===== config.mk =====
export PLATFORM = sky130hd
export DESIGN_NAME = number_to_word_tokens_unit
export DESIGN_NICKNAME = d
export VERILOG_FILES = /design/src/rtl/nwt_pkg.sv /design/src/rtl/nwt_front.sv /design/src/rtl/nwt_queue.sv /design/src/rtl/nwt_back.sv /design/src/rtl/number_to_word_tokens_unit.sv
export SDC_FILE = /design/constraint.sdc
export NUM_CORES = 1
export LEC_CHECK = 0
export ABC_AREA = 1
export BUFFER_PORTS_ARGS = -buffer_cell sky130_fd_sc_hd__buf_4
export CORE_MARGIN = 4
export CORE_UTILIZATION = 63
export CTS_CLUSTER_SIZE = 8
export DETAILED_ROUTE_END_ITERATION = 8
export GPL_TIMING_DRIVEN = 0
export HOLD_SLACK_MARGIN = 0.03
export PLACE_DENSITY = 0.92
export SLEW_MARGIN = 20
export SYNTH_ARGS = -nofsm -noshare
export SYNTH_HDL_FRONTEND = slang
export SYNTH_SLANG_ARGS = --single-unit

===== constraint.sdc =====
create_clock -name clk -period 5.2 [get_ports clk]
set_input_delay 0.78 -clock clk [delete_from_list [all_inputs] [get_ports clk]]
set_output_delay 0.78 -clock clk [all_outputs]
set_load 0.02 [all_outputs]

===== src/rtl/nwt_pkg.sv =====
package nwt_pkg;

  typedef struct packed {
    logic signed [31:0] number;
    logic               mode;
  } in_t;

  typedef struct packed {
    logic [6:0] word_code;
    logic       last_word;
  } out_t;

  // decoded item handed from front to back
  typedef struct packed {
    logic            neg;
    logic            alot;
    logic            ord;
    logic [9:0][3:0] dig;
  } rec_t;

  typedef enum logic [1:0] {
    F_IDLE,
    F_CONV,
    F_PUSH
  } front_state_t;

  localparam logic [6:0] TOK_TWENTY   = 7'd20;
  localparam logic [6:0] TOK_HUNDRED  = 7'd56;
  localparam logic [6:0] TOK_THOUSAND = 7'd57;
  localparam logic [6:0] TOK_MILLION  = 7'd58;
  localparam logic [6:0] TOK_BILLION  = 7'd59;
  localparam logic [6:0] TOK_AND      = 7'd64;
  localparam logic [6:0] TOK_MINUS    = 7'd65;
  localparam logic [6:0] TOK_A_LOT    = 7'd66;
  localparam logic [6:0] ORD_OFS      = 7'd28;
  localparam logic [6:0] SCALE_OFS    = 7'd4;

  localparam int NPH = 26;  // minus, a lot, 4 groups x 6 slots
  localparam logic [4:0] CONV_STEPS = 5'd16;

endpackage


===== src/rtl/nwt_front.sv =====
module nwt_front (
  input  logic         clk,
  input  logic         rst_n,
  input  logic         in_valid,
  output logic         in_stall,
  input  nwt_pkg::in_t in_data,
  output logic         push,
  input  logic         full,
  output nwt_pkg::rec_t rec
);

  nwt_pkg::front_state_t st_r, st_nxt;
  logic [4:0]  cnt_r, cnt_nxt;
  logic [31:0] sh_r, sh_nxt;
  logic [39:0] bcd_r, bcd_nxt;
  logic        neg_r, neg_nxt, alot_r, alot_nxt, ord_r, ord_nxt;

  // one shift-add-3 step
  function automatic logic [39:0] dabble(input logic [39:0] b, input logic bit_in);
    logic [39:0] a;
    a = b;
    for (int i = 0; i < 10; i++) begin
      if (a[4*i +: 4] >= 4'd5) a[4*i +: 4] = a[4*i +: 4] + 4'd3;
    end
    return {a[38:0], bit_in};
  endfunction

  always_ff @(posedge clk) begin
    if (!rst_n) begin
      st_r <= nwt_pkg::F_IDLE;
      cnt_r <= '0;
    end else begin
      st_r <= st_nxt;
      cnt_r <= cnt_nxt;
    end
    sh_r <= sh_nxt;
    bcd_r <= bcd_nxt;
    neg_r <= neg_nxt;
    alot_r <= alot_nxt;
    ord_r <= ord_nxt;
  end

  always_comb begin
    st_nxt = st_r;
    cnt_nxt = cnt_r;
    sh_nxt = sh_r;
    bcd_nxt = bcd_r;
    neg_nxt = neg_r;
    alot_nxt = alot_r;
    ord_nxt = ord_r;
    in_stall = (st_r != nwt_pkg::F_IDLE);
    push = 1'b0;
    case (st_r)
      nwt_pkg::F_IDLE: begin
        if (in_valid) begin
          neg_nxt = in_data.number[31];
          alot_nxt = (in_data.number == 32'sh8000_0000);
          ord_nxt = in_data.mode;
          sh_nxt = in_data.number[31] ? (~in_data.number + 32'd1) : in_data.number;
          bcd_nxt = '0;
          cnt_nxt = '0;
          st_nxt = nwt_pkg::F_CONV;
        end
      end
      nwt_pkg::F_CONV: begin
        bcd_nxt = dabble(dabble(bcd_r, sh_r[31]), sh_r[30]);
        sh_nxt = {sh_r[29:0], 2'b00};
        cnt_nxt = cnt_r + 5'd1;
        if (cnt_r == nwt_pkg::CONV_STEPS - 5'd1) st_nxt = nwt_pkg::F_PUSH;
      end
      nwt_pkg::F_PUSH: begin
        if (!full) begin
          push = 1'b1;
          st_nxt = nwt_pkg::F_IDLE;
        end
      end
      default: st_nxt = nwt_pkg::F_IDLE;
    endcase
  end

  always_comb begin
    rec.neg = neg_r;
    rec.alot = alot_r;
    rec.ord = ord_r;
    for (int i = 0; i < 10; i++) rec.dig[i] = bcd_r[4*i +: 4];
  end

endmodule


===== src/rtl/nwt_queue.sv =====
module nwt_queue (
  input  logic          clk,
  input  logic          rst_n,
  input  logic          push,
  input  nwt_pkg::rec_t wdata,
  output logic          full,
  input  logic          pop,
  output logic          valid,
  output nwt_pkg::rec_t rdata
);

  nwt_pkg::rec_t mem_r [2];
  logic       wp_r, rp_r;
  logic [1:0] cnt_r;

  always_ff @(posedge clk) begin
    if (!rst_n) begin
      wp_r <= 1'b0;
      rp_r <= 1'b0;
      cnt_r <= '0;
    end else begin
      if (push) wp_r <= ~wp_r;
      if (pop) rp_r <= ~rp_r;
      cnt_r <= cnt_r + {1'b0, push} - {1'b0, pop};
    end
    if (push) mem_r[wp_r] <= wdata;
  end

  assign full = (cnt_r == 2'd2);
  assign valid = (cnt_r != 2'd0);
  assign rdata = mem_r[rp_r];

endmodule


===== src/rtl/nwt_back.sv =====
module nwt_back (
  input  logic          clk,
  input  logic          rst_n,
  input  logic          q_valid,
  input  nwt_pkg::rec_t q_rec,
  output logic          pop,
  output logic          out_valid,
  input  logic          out_stall,
  output nwt_pkg::out_t out_data
);

  nwt_pkg::rec_t rec_r;
  logic        busy_r;
  logic [4:0]  ph_r;
  logic        ov_r;
  nwt_pkg::out_t od_r;

  logic [nwt_pkg::NPH-1:0] emit;
  logic [6:0] tok [nwt_pkg::NPH];
  logic [4:0] ghv [4];
  logic [3:0] gt [4], go [4];
  logic [3:0] gz, rd, andg;
  logic       merge, usmall, allz;
  logic [nwt_pkg::NPH-1:0] later;
  logic       is_last, slot_free;
  logic [6:0] cur, fin;

  always_comb begin
    ghv[0] = '0;                 gt[0] = '0;           go[0] = rec_r.dig[9];
    ghv[1] = {1'b0, rec_r.dig[8]}; gt[1] = rec_r.dig[7]; go[1] = rec_r.dig[6];
    ghv[2] = {1'b0, rec_r.dig[5]}; gt[2] = rec_r.dig[4]; go[2] = rec_r.dig[3];
    merge = (rec_r.dig[5] == 4'd0) && (rec_r.dig[4] == 4'd0) && (rec_r.dig[3] == 4'd1)
            && (rec_r.dig[2] != 4'd0);
    // a thousands group of exactly one with a nonzero hundreds digit reads as eleven..nineteen hundred
    ghv[3] = merge ? (5'd10 + {1'b0, rec_r.dig[2]}) : {1'b0, rec_r.dig[2]};
    gt[3] = rec_r.dig[1];
    go[3] = rec_r.dig[0];
    for (int g = 0; g < 4; g++) gz[g] = (ghv[g] == 5'd0) && (gt[g] == 4'd0) && (go[g] == 4'd0);
    allz = &gz;
    usmall = (rec_r.dig[2] == 4'd0) && !((rec_r.dig[1] == 4'd0) && (rec_r.dig[0] == 4'd0));
    rd[0] = !gz[0] && !rec_r.alot;
    rd[1] = !gz[1] && !rec_r.alot;
    rd[2] = !gz[2] && !merge && !rec_r.alot;
    rd[3] = (!gz[3] || allz) && !rec_r.alot;
    andg[0] = rd[0] && gz[1] && gz[2] && usmall;
    andg[1] = rd[1] && gz[2] && usmall;
    andg[2] = rd[2] && usmall;
    andg[3] = 1'b0;

    emit[0] = rec_r.neg;  tok[0] = nwt_pkg::TOK_MINUS;
    emit[1] = rec_r.alot; tok[1] = nwt_pkg::TOK_A_LOT;
    for (int g = 0; g < 4; g++) begin
      emit[2+6*g] = rd[g] && (ghv[g] != 5'd0);
      tok[2+6*g]  = {2'b00, ghv[g]};
      emit[3+6*g] = rd[g] && (ghv[g] != 5'd0);
      tok[3+6*g]  = nwt_pkg::TOK_HUNDRED;
      emit[4+6*g] = rd[g] && (gt[g] >= 4'd2);
      tok[4+6*g]  = nwt_pkg::TOK_TWENTY - 7'd2 + {3'b000, gt[g]};
      emit[5+6*g] = rd[g] && ((gt[g] < 4'd2) ? ((gt[g] != 4'd0) || (go[g] != 4'd0)
                    || (ghv[g] == 5'd0)) : (go[g] != 4'd0));
      tok[5+6*g]  = (gt[g] == 4'd1) ? (7'd10 + {3'b000, go[g]}) : {3'b000, go[g]};
      emit[6+6*g] = rd[g] && (g != 3);
      tok[6+6*g]  = (g == 0) ? nwt_pkg::TOK_BILLION :
                    (g == 1) ? nwt_pkg::TOK_MILLION : nwt_pkg::TOK_THOUSAND;
      emit[7+6*g] = andg[g];
      tok[7+6*g]  = nwt_pkg::TOK_AND;
    end
  end

  always_comb begin
    later = emit >> ph_r;
    is_last = (later[nwt_pkg::NPH-1:1] == '0);
    cur = tok[ph_r];
    fin = cur;
    if (rec_r.ord && is_last) begin
      if (cur <= nwt_pkg::TOK_TWENTY + 7'd7) fin = cur + nwt_pkg::ORD_OFS;
      else if (cur >= nwt_pkg::TOK_HUNDRED && cur <= nwt_pkg::TOK_BILLION)
        fin = cur + nwt_pkg::SCALE_OFS;
    end
    slot_free = !ov_r || !out_stall;
    pop = !busy_r && q_valid;
  end

  always_ff @(posedge clk) begin
    if (!rst_n) begin
      busy_r <= 1'b0;
      ph_r <= '0;
      ov_r <= 1'b0;
    end else begin
      if (busy_r && emit[ph_r] && slot_free) ov_r <= 1'b1;
      else if (!out_stall) ov_r <= 1'b0;
      if (pop) begin
        busy_r <= 1'b1;
        ph_r <= '0;
      end else if (busy_r) begin
        if (emit[ph_r]) begin
          if (slot_free) begin
            if (is_last) busy_r <= 1'b0;
            else ph_r <= ph_r + 5'd1;
          end
        end else begin
          ph_r <= ph_r + 5'd1;
        end
      end
    end
    if (pop) rec_r <= q_rec;
    if (busy_r && emit[ph_r] && slot_free) begin
      od_r.word_code <= fin;
      od_r.last_word <= is_last;
    end
  end

  assign out_valid = ov_r;
  assign out_data = od_r;

endmodule


===== src/rtl/number_to_word_tokens_unit.sv =====
// Number to English word tokens.
// Input channel: in_valid / in_stall / in_data (signed number, mode bit).
// An item is taken when in_valid is high and in_stall low.
// Output channel: out_valid / out_stall / out_data, one item per word,
// 1 to 17 words per number, last_word set on the final one.
// Front: accepts an item, converts the magnitude to ten decimal digits by
// shift-add-3, two bits a cycle, then pushes the result to the queue;
// in_stall is high from accept until the push, so no new item is taken before.
// A two-entry queue sits between front and back.
// Back: pops an item, then walks 26 word slots (minus, a lot, then per
// group hundreds digit, hundred, tens, ones, scale, and), one slot a cycle
// while no output word is stalled, up to the last slot that holds a word.
// Sustained rate is set by the slower of the two and by stalled output
// words.
// Reset (rst_n low, synchronous) empties queue and front/back control.
// A stalled output holds its word; the back waits, the queue fills and the
// front then holds in_stall high after its conversion until there is room.
module number_to_word_tokens_unit (
  input  logic          clk,
  input  logic          rst_n,
  input  logic          in_valid,
  output logic          in_stall,
  input  nwt_pkg::in_t  in_data,
  output logic          out_valid,
  input  logic          out_stall,
  output nwt_pkg::out_t out_data
);

  logic          push, full, q_valid, pop;
  nwt_pkg::rec_t f_rec, q_rec;

  nwt_front u_front (
    .clk(clk), .rst_n(rst_n),
    .in_valid(in_valid), .in_stall(in_stall), .in_data(in_data),
    .push(push), .full(full), .rec(f_rec)
  );

  nwt_queue u_queue (
    .clk(clk), .rst_n(rst_n),
    .push(push), .wdata(f_rec), .full(full),
    .pop(pop), .valid(q_valid), .rdata(q_rec)
  );

  nwt_back u_back (
    .clk(clk), .rst_n(rst_n),
    .q_valid(q_valid), .q_rec(q_rec), .pop(pop),
    .out_valid(out_valid), .out_stall(out_stall), .out_data(out_data)
  );

endmodule

# Word-level counts from Yosys, hierarchy flattened
# Memories as Yosys holds them, arrays and structs flattened. A register that Yosys moved wholly into a read port is not among the register bits.
# Index checks and enable logic that the tools add are counted.
[word_totals]
n_memories = 1
reg_bits = 101
romBits = 0
inputBits = 37
mem_bits_rw = 86
latch_bits = 0
[mem_list]
columns = ["name", "depth", "width", "rd", "rd_clocked_by_memory_dff", "wr", "line_no", "text"]
rows = [
  ["u_queue.mem_r", 2, 43, 1, 1, 1, "nwt_queue.sv:12", "nwt_pkg::rec_t mem_r [2];"],
]
[classes]
order_cmp = 31
eq_ne = 15
n_reduce_logical = 85
div_mod_pow = 0
n_mul = 0
mux = 70
bitwise_logic = 5
add_sub_neg = 34
n_shift = 1
[op_table]
columns = ["op", "count"]
rows = [
  ["two-way mux 4 bit", 27],
  [">= comparator 4 x 3 -> 1 bit (second input constant)", 20],
  ["one-hot mux 40 bit (2 select lines)", 1],
  ["adder 4 x 2 -> 4 bit (second input constant)", 18],
  ["two-way mux 32 bit", 2],
  ["one-hot mux 32 bit (2 select lines)", 1],
  ["two-way mux 7 bit", 8],
  ["zero test 4 bit", 10],
  ["two-way mux 40 bit", 1],
  ["nonzero test 4 bit", 9],
  ["binary-select mux 7 bit (select 5 bit)", 1],
  ["logical AND 1 bit", 35],
  ["adder 32 x 1 -> 32 bit (second input constant)", 1],
  ["== test 32 bit (second input constant)", 1],
  ["NOT 32 bit", 1],
  ["right shift 24 x 5 -> 26 bit", 1],
  ["zero test 25 bit", 1],
  ["two-way mux 5 bit", 5],
  ["adder 4 x 4 -> 5 bit (first input constant)", 4],
  ["adder 5 x 4 -> 6 bit (first input constant)", 3],
  ["== test 4 x 1 -> 1 bit (second input constant)", 4],
  ["two-way mux 1 bit", 15],
  [">= comparator 4 x 2 -> 1 bit (second input constant)", 3],
  ["less-than comparator 4 x 2 -> 1 bit (second input constant)", 3],
  ["other kinds (33)", 66],
]

# Depth between registers and ports, before layout
[logic_depth]
word_depth = 19
mapped_depth = 26
ltp_nobuf = 26

# Cells and area by module
# From an unflattened synthesis, not the netlist that was laid out.
[hier_totals]
cells_unflattened = 1551
hier_area_um2 = 13648.1
[by_module_without_submodules]
columns = ["mod", "seq_area_each_um2", "area_each_um2", "cells_each", "n_inst"]
rows = [
  ["nwt_front", 2392.3, 5899.4, 814, 1],
  ["nwt_back", 1671.6, 4215.3, 570, 1],
  ["nwt_queue", 2682.6, 3533.4, 167, 1],
]

# Worst setup path before layout
# Ideal clock, no wire load.
[synth_path]
path_type = "register to register"
from = "reg u_queue.cnt_r[0]"
to = "reg u_queue.cnt_r[1]"
setup_ns = 0.070
arrival_ns = 3.720
path_stages_with_launch = 9
slack_ns = 1.410
period_less_slack_ns = 3.790
required_ns = 5.130
path_cell_list = "dfxtp_1 inv_1 a21oi_1 ha_1 inv_1 ha_1 xor2_1 o21ai_0 a21oi_1"
[synth_lines]
columns = ["element", "line_no", "text"]
rows = [
  ["start: declaration", "nwt_queue.sv:14", "logic [1:0] cnt_r;"],
  ["start signal: assignment", "nwt_queue.sv:24", "cnt_r <= cnt_r + {1'b0, push} - {1'b0, pop};"],
  ["nonzero test 2 bit", "nwt_queue.sv:30", "assign valid = (cnt_r != 2'd0);"],
  ["logical AND 1 bit", "nwt_back.sv:81", "pop = !busy_r && q_valid;"],
  ["named net pop", "number_to_word_tokens_unit.sv:29", "logic push, full, q_valid, pop;"],
  ["subtractor 2 x 1 -> 2 bit", "nwt_queue.sv:24", ""],
]
# The timed path passes the listed nets, and every way through them passes these cells.
# A chain may end at the register's enable or synchronous reset.

# Worst setup path in the final report
[layout_path]
from = "reg u_back.ph_r[0]"
to = "reg u_back.od_r, in the netlist u_back.out_data[4], data pin"
[layout_via]
elab_chain_cells = 9
[layout_rtl]
columns = ["element", "line_no", "text"]
rows = [
  ["start: declaration", "nwt_back.sv:14", "logic [4:0] ph_r;"],
  ["start signal: assignment", "nwt_back.sv:99", "else ph_r <= ph_r + 5'd1;"],
  ["start signal: assignment", "nwt_back.sv:102", "ph_r <= ph_r + 5'd1;"],
  ["NOT 5 -> 6 bit (implied by the code)", "nwt_back.sv:73", "cur = tok[ph_r];"],
  ["binary-select mux 7 bit (select 5 bit)", "nwt_back.sv:73", ""],
  ["two-way mux 7 bit (implied by the code) (2 in a row)", "nwt_back.sv:73", ""],
  [">= comparator 7 x 6 -> 1 bit / <= comparator 7 x 6 -> 1 bit (equally long branches)", "nwt_back.sv:77", "else if (cur >= nwt_pkg::TOK_HUNDRED && cur <= nwt_pkg::TOK_BILLION)"],
  ["logical AND 1 bit", "nwt_back.sv:77", ""],
  ["two-way mux 7 bit", "nwt_back.sv:77", ""],
  ["two-way mux 7 bit", "nwt_back.sv:76", "if (cur <= nwt_pkg::TOK_TWENTY + 7'd7) fin = cur + nwt_pkg::ORD_OFS;"],
  ["two-way mux 7 bit (*)", "nwt_back.sv:75", "if (rec_r.ord && is_last) begin"],
  ["named net u_back.fin[3]", "nwt_back.sv:26", "logic [6:0] cur, fin;"],
  ["end: declaration", "nwt_back.sv:16", "nwt_pkg::out_t od_r;"],
]
# The timed path passes the listed nets; every way through them passes the cells marked *. The select of a mux whose other input is x is not followed.

==> out/qor.yml <==
reg2reg_to: "u_back.out_data[4]"
ioPinCount: 47
drc_errors: 0
syn-instance-count: 1461
outcome: "finished clean"
ant_nets: 0
multi_input_area_sq_um: 5450
worstPathMaxFanout: 10
cts_made_buffers: 34
fin_tns_setup_ns: 0
nNetsFinal: 1647
hpwl_mm: 22.9
min_period_over_period_pct: 67.1
slowest_stage: "dfxtp_1"
r2r_slack_ns: 1.71
drt_iter0_markers: 1149
synth_warnings: 0
syn_nets: 1561
grt.overflow.total: 0
antenna_found_initial: 0
gr-usage-met2_pct: 51.4
place_area_sq_um: 13900
rows: 52
cts_root_buf: "clkbuf_16"
tightest_slew_ns: 0.810
wire_per_inst_um: 18.9
synth.top_cell.area_share_pct: 48.7
layout-drive-gt1-share_pct: 9.12
maxCapViolCount: 0
cts_max_path_buffers: 3
rr_worst_depth: 18
cp-start-kind: "flip-flop"
ys_top_cells_by_area: "edfxtp_1 (49%), nand2_1 (10%), ha_1 (6.0%), o21ai_0 (5.5%), inv_1 (5.4%)"
gr-usage-met1_pct: 34.3
synth-seq-cells: 230
wirelength_mm: 34.6
die_x_um: 152
hp-start: "u_front.ord_r"
final-hold-violation-count: 0
avgViaCountPerCell: 6.09
critPathLaunch: "u_back.ph_r[0]"
seq_area_frac_synth_pct: 51.5
cp.arrival_ns: 3.74
cts_tree: "built"
met3_usage_pct: 5.06
grt_max_degree: 54
fp.dieH_um: 152
timing.final.crit_period_ns: 3.49
max_freq_ghz: 0.286
r2r-start: "u_back.ph_r[0]"
min_path_type: "reg -> reg"
cp_top_family: "compound AO/OA/AOI/OAI gates"
gp_congestion: 1.01
vias: 11100
p_leak_nw: 6.27
critPathMaxStageDelay_ns: 0.46
cts.clk_slew.worst_paths_ns: 0.05
crit_type: "reg -> reg"
design.die.area_sq_um: 23100
p_per_area_nw_per_um2: 492
report.final.slew_viol_count: 0
grt_pass1_vias: 11100
ff_latch_area_sq_um: 6730
critical_path_buf_inv_count: 3
cts_resized: 0
cts.sinks: 230
htree_levels: 2
coreArea_sq_um: 20300
rsz0062_at_grt: "false"
grt_pass1_wl_mm: 55.3
critPathRequiredTime_ns: 5.45
cts_setup_buffers: 0
crit_path_cell_trace: "buf_2 -> nand2_1 -> inv_1 -> nand2_1 -> a21oi_1 -> nor3_1 -> o21ai_0 -> o21a_1 -> ha_1 -> inv_1 -> nor2_1 -> nand3_1 -> a21oi_1 -> nand2_1 -> o21ai_0 -> nand2_1 -> nand3_1 -> o21ai_1"
cpMostUsedCell: "nand2_1"
num_antenna_cells: 0
synth_top_area_cell: "edfxtp_1"
finalSetupViolCount: 0
area_growth_pct: 13.6
grt.busiest_layer: "met2"
hold_depth: 0
min_to: "u_queue.mem_r[0][40]"
clock_skew_ns: 0.0190
initial_core_util_pct: 64.3
max-vdd-ir-drop_uv: 254
hold_buffers: 0
cp-end-kind: "flip-flop"
netlist_area_sq_um: 13100
finalPower_mw: 7.30
firstDrtPassIters: 6
io_buffers: 46
fillers: 1284
track_usage_pct: 29.3
ys_types: 51
design_area_sq_um: 14800
clock_latency_ns: 0.51
relSlewSlack_pct: 45.9
avgSynthCellArea_sq_um: 8.94
## cells in the final DEF, fill, tap and decap left out, types with 41 or more instances in the layout
cell type	netlist	final
nand2_1	358	358
edfxtp_1	212	212
inv_1	187	186
o21ai_0	144	144
nor2_1	93	91
a21oi_1	74	73
nand3_1	64	64
ha_1	63	63
buf_4	2	48
xor2_1	41	41
## worst max-delay path by stage
stage,depth (start not counted),end
after global routing,23,u_back.out_data[4]
final,18,u_back.out_data[4]
after floorplan,8,u_queue.cnt_r[1]
after global placement,7,u_queue.cnt_r[1]
after CTS,18,u_back.out_data[4]
after detailed placement,18,u_back.out_data[4]
## layout make-up
| class | instances | area share, % |
|---|---|---|
| multi-input cells | 995 | 36.7 |
| clock buffers | 46 | 6.47 |
| inverters | 197 | 5.00 |
| plain buffers | 39 | 1.14 |
| flip-flops and latches | 230 | 45.3 |
| well taps | 270 | 2.28 |
| repair buffers | 50 | 3.02 |
## kinds of logic (layout without fill, tap and decap cells)
group | after synthesis | after routing | synth area share, %
simple gates | 575 | 575 | 18.7
compound gates | 301 | 301 | 13.0
buf+inv | 236 | 332 | 6.96
flops | 230 | 230 | 51.5
fa+ha+maj | 63 | 63 | 6.04
xor+xnor | 56 | 56 | 3.76
## sequential cells by signal, summed over array words and instances (netlist names), 2 cells and up
signal           flops
u_queue.mem_r       86
u_front.bcd_r       40
u_front.sh_r        32
u_back.go           16
u_back.gt           12
u_back.ghv           8
u_back.out_data      8
u_back.ph_r          5
u_back.rec_r         5
u_front.cnt_r        5
u_back.emit          2
u_front.st_r         2
u_queue.cnt_r        2
## synth_stat cells (all sizes together)
cell and count:
a32o 1, o221ai 1, clkinv 2, nand3 68, edfxtp 212, a21oi 76, o21a 12, o31ai 6
a2111oi 1, nor4 2, o2111ai 4, xor2 41, a211oi 18, and2 2, or3 2, nor2 101
dfxtp 18, o211ai 7, a21boi 3, ha 63, clkbuf 30, buf 9, inv 195, or2 6
nand4 14, a31oi 8, nor3b 1, nor3 12, and3 1, o21ai 158, a221oi 1, o41ai 2
a32oi 1, xnor2 15, nand2 366, o32ai 1, o311ai 1
## stage by stage
stage          setup WS [ns]  hold WS, ns  cells  util (%)
2_1_floorplan           1.41        0.421   1461         -
6_report                1.71        0.451   1827      73.1
5_1_grt                 1.41        0.447   1827      73.1
3_5_place_dp            1.81        0.439   1781      68.3
3_3_place_gp           0.605        0.439   1777      67.7
4_1_cts                 1.79        0.447   1827      73.1
## routing by layer
layer / share of wire [%] / up-vias
li1: - / 5115
met1: 36 / 5167
met2: 50 / 692
met3: 8.4 / 158
met4: 5.2 / 0
met5: 0 / -
## power by group
part	internal (mW)	total, mW	switching (mW)
combinational	0.785	2.55	1.77
clock	1.26	2.02	0.760
sequential	2.47	2.73	0.257
## worst reg2reg max path: stages, from the launching register on
cell	delay (ns)
dfxtp_1	0.46
buf_2	0.27
nand2_1	0.21
inv_1	0.32
nand2_1	0.11
a21oi_1	0.16
nor3_1	0.07
o21ai_0	0.16
o21a_1	0.31
ha_1	0.23
inv_1	0.05
nor2_1	0.09
nand3_1	0.08
a21oi_1	0.18
nand2_1	0.13
o21ai_0	0.18
nand2_1	0.07
nand3_1	0.09
o21ai_1	0.07
Note: power is estimated with default switching activity, not from simulation.
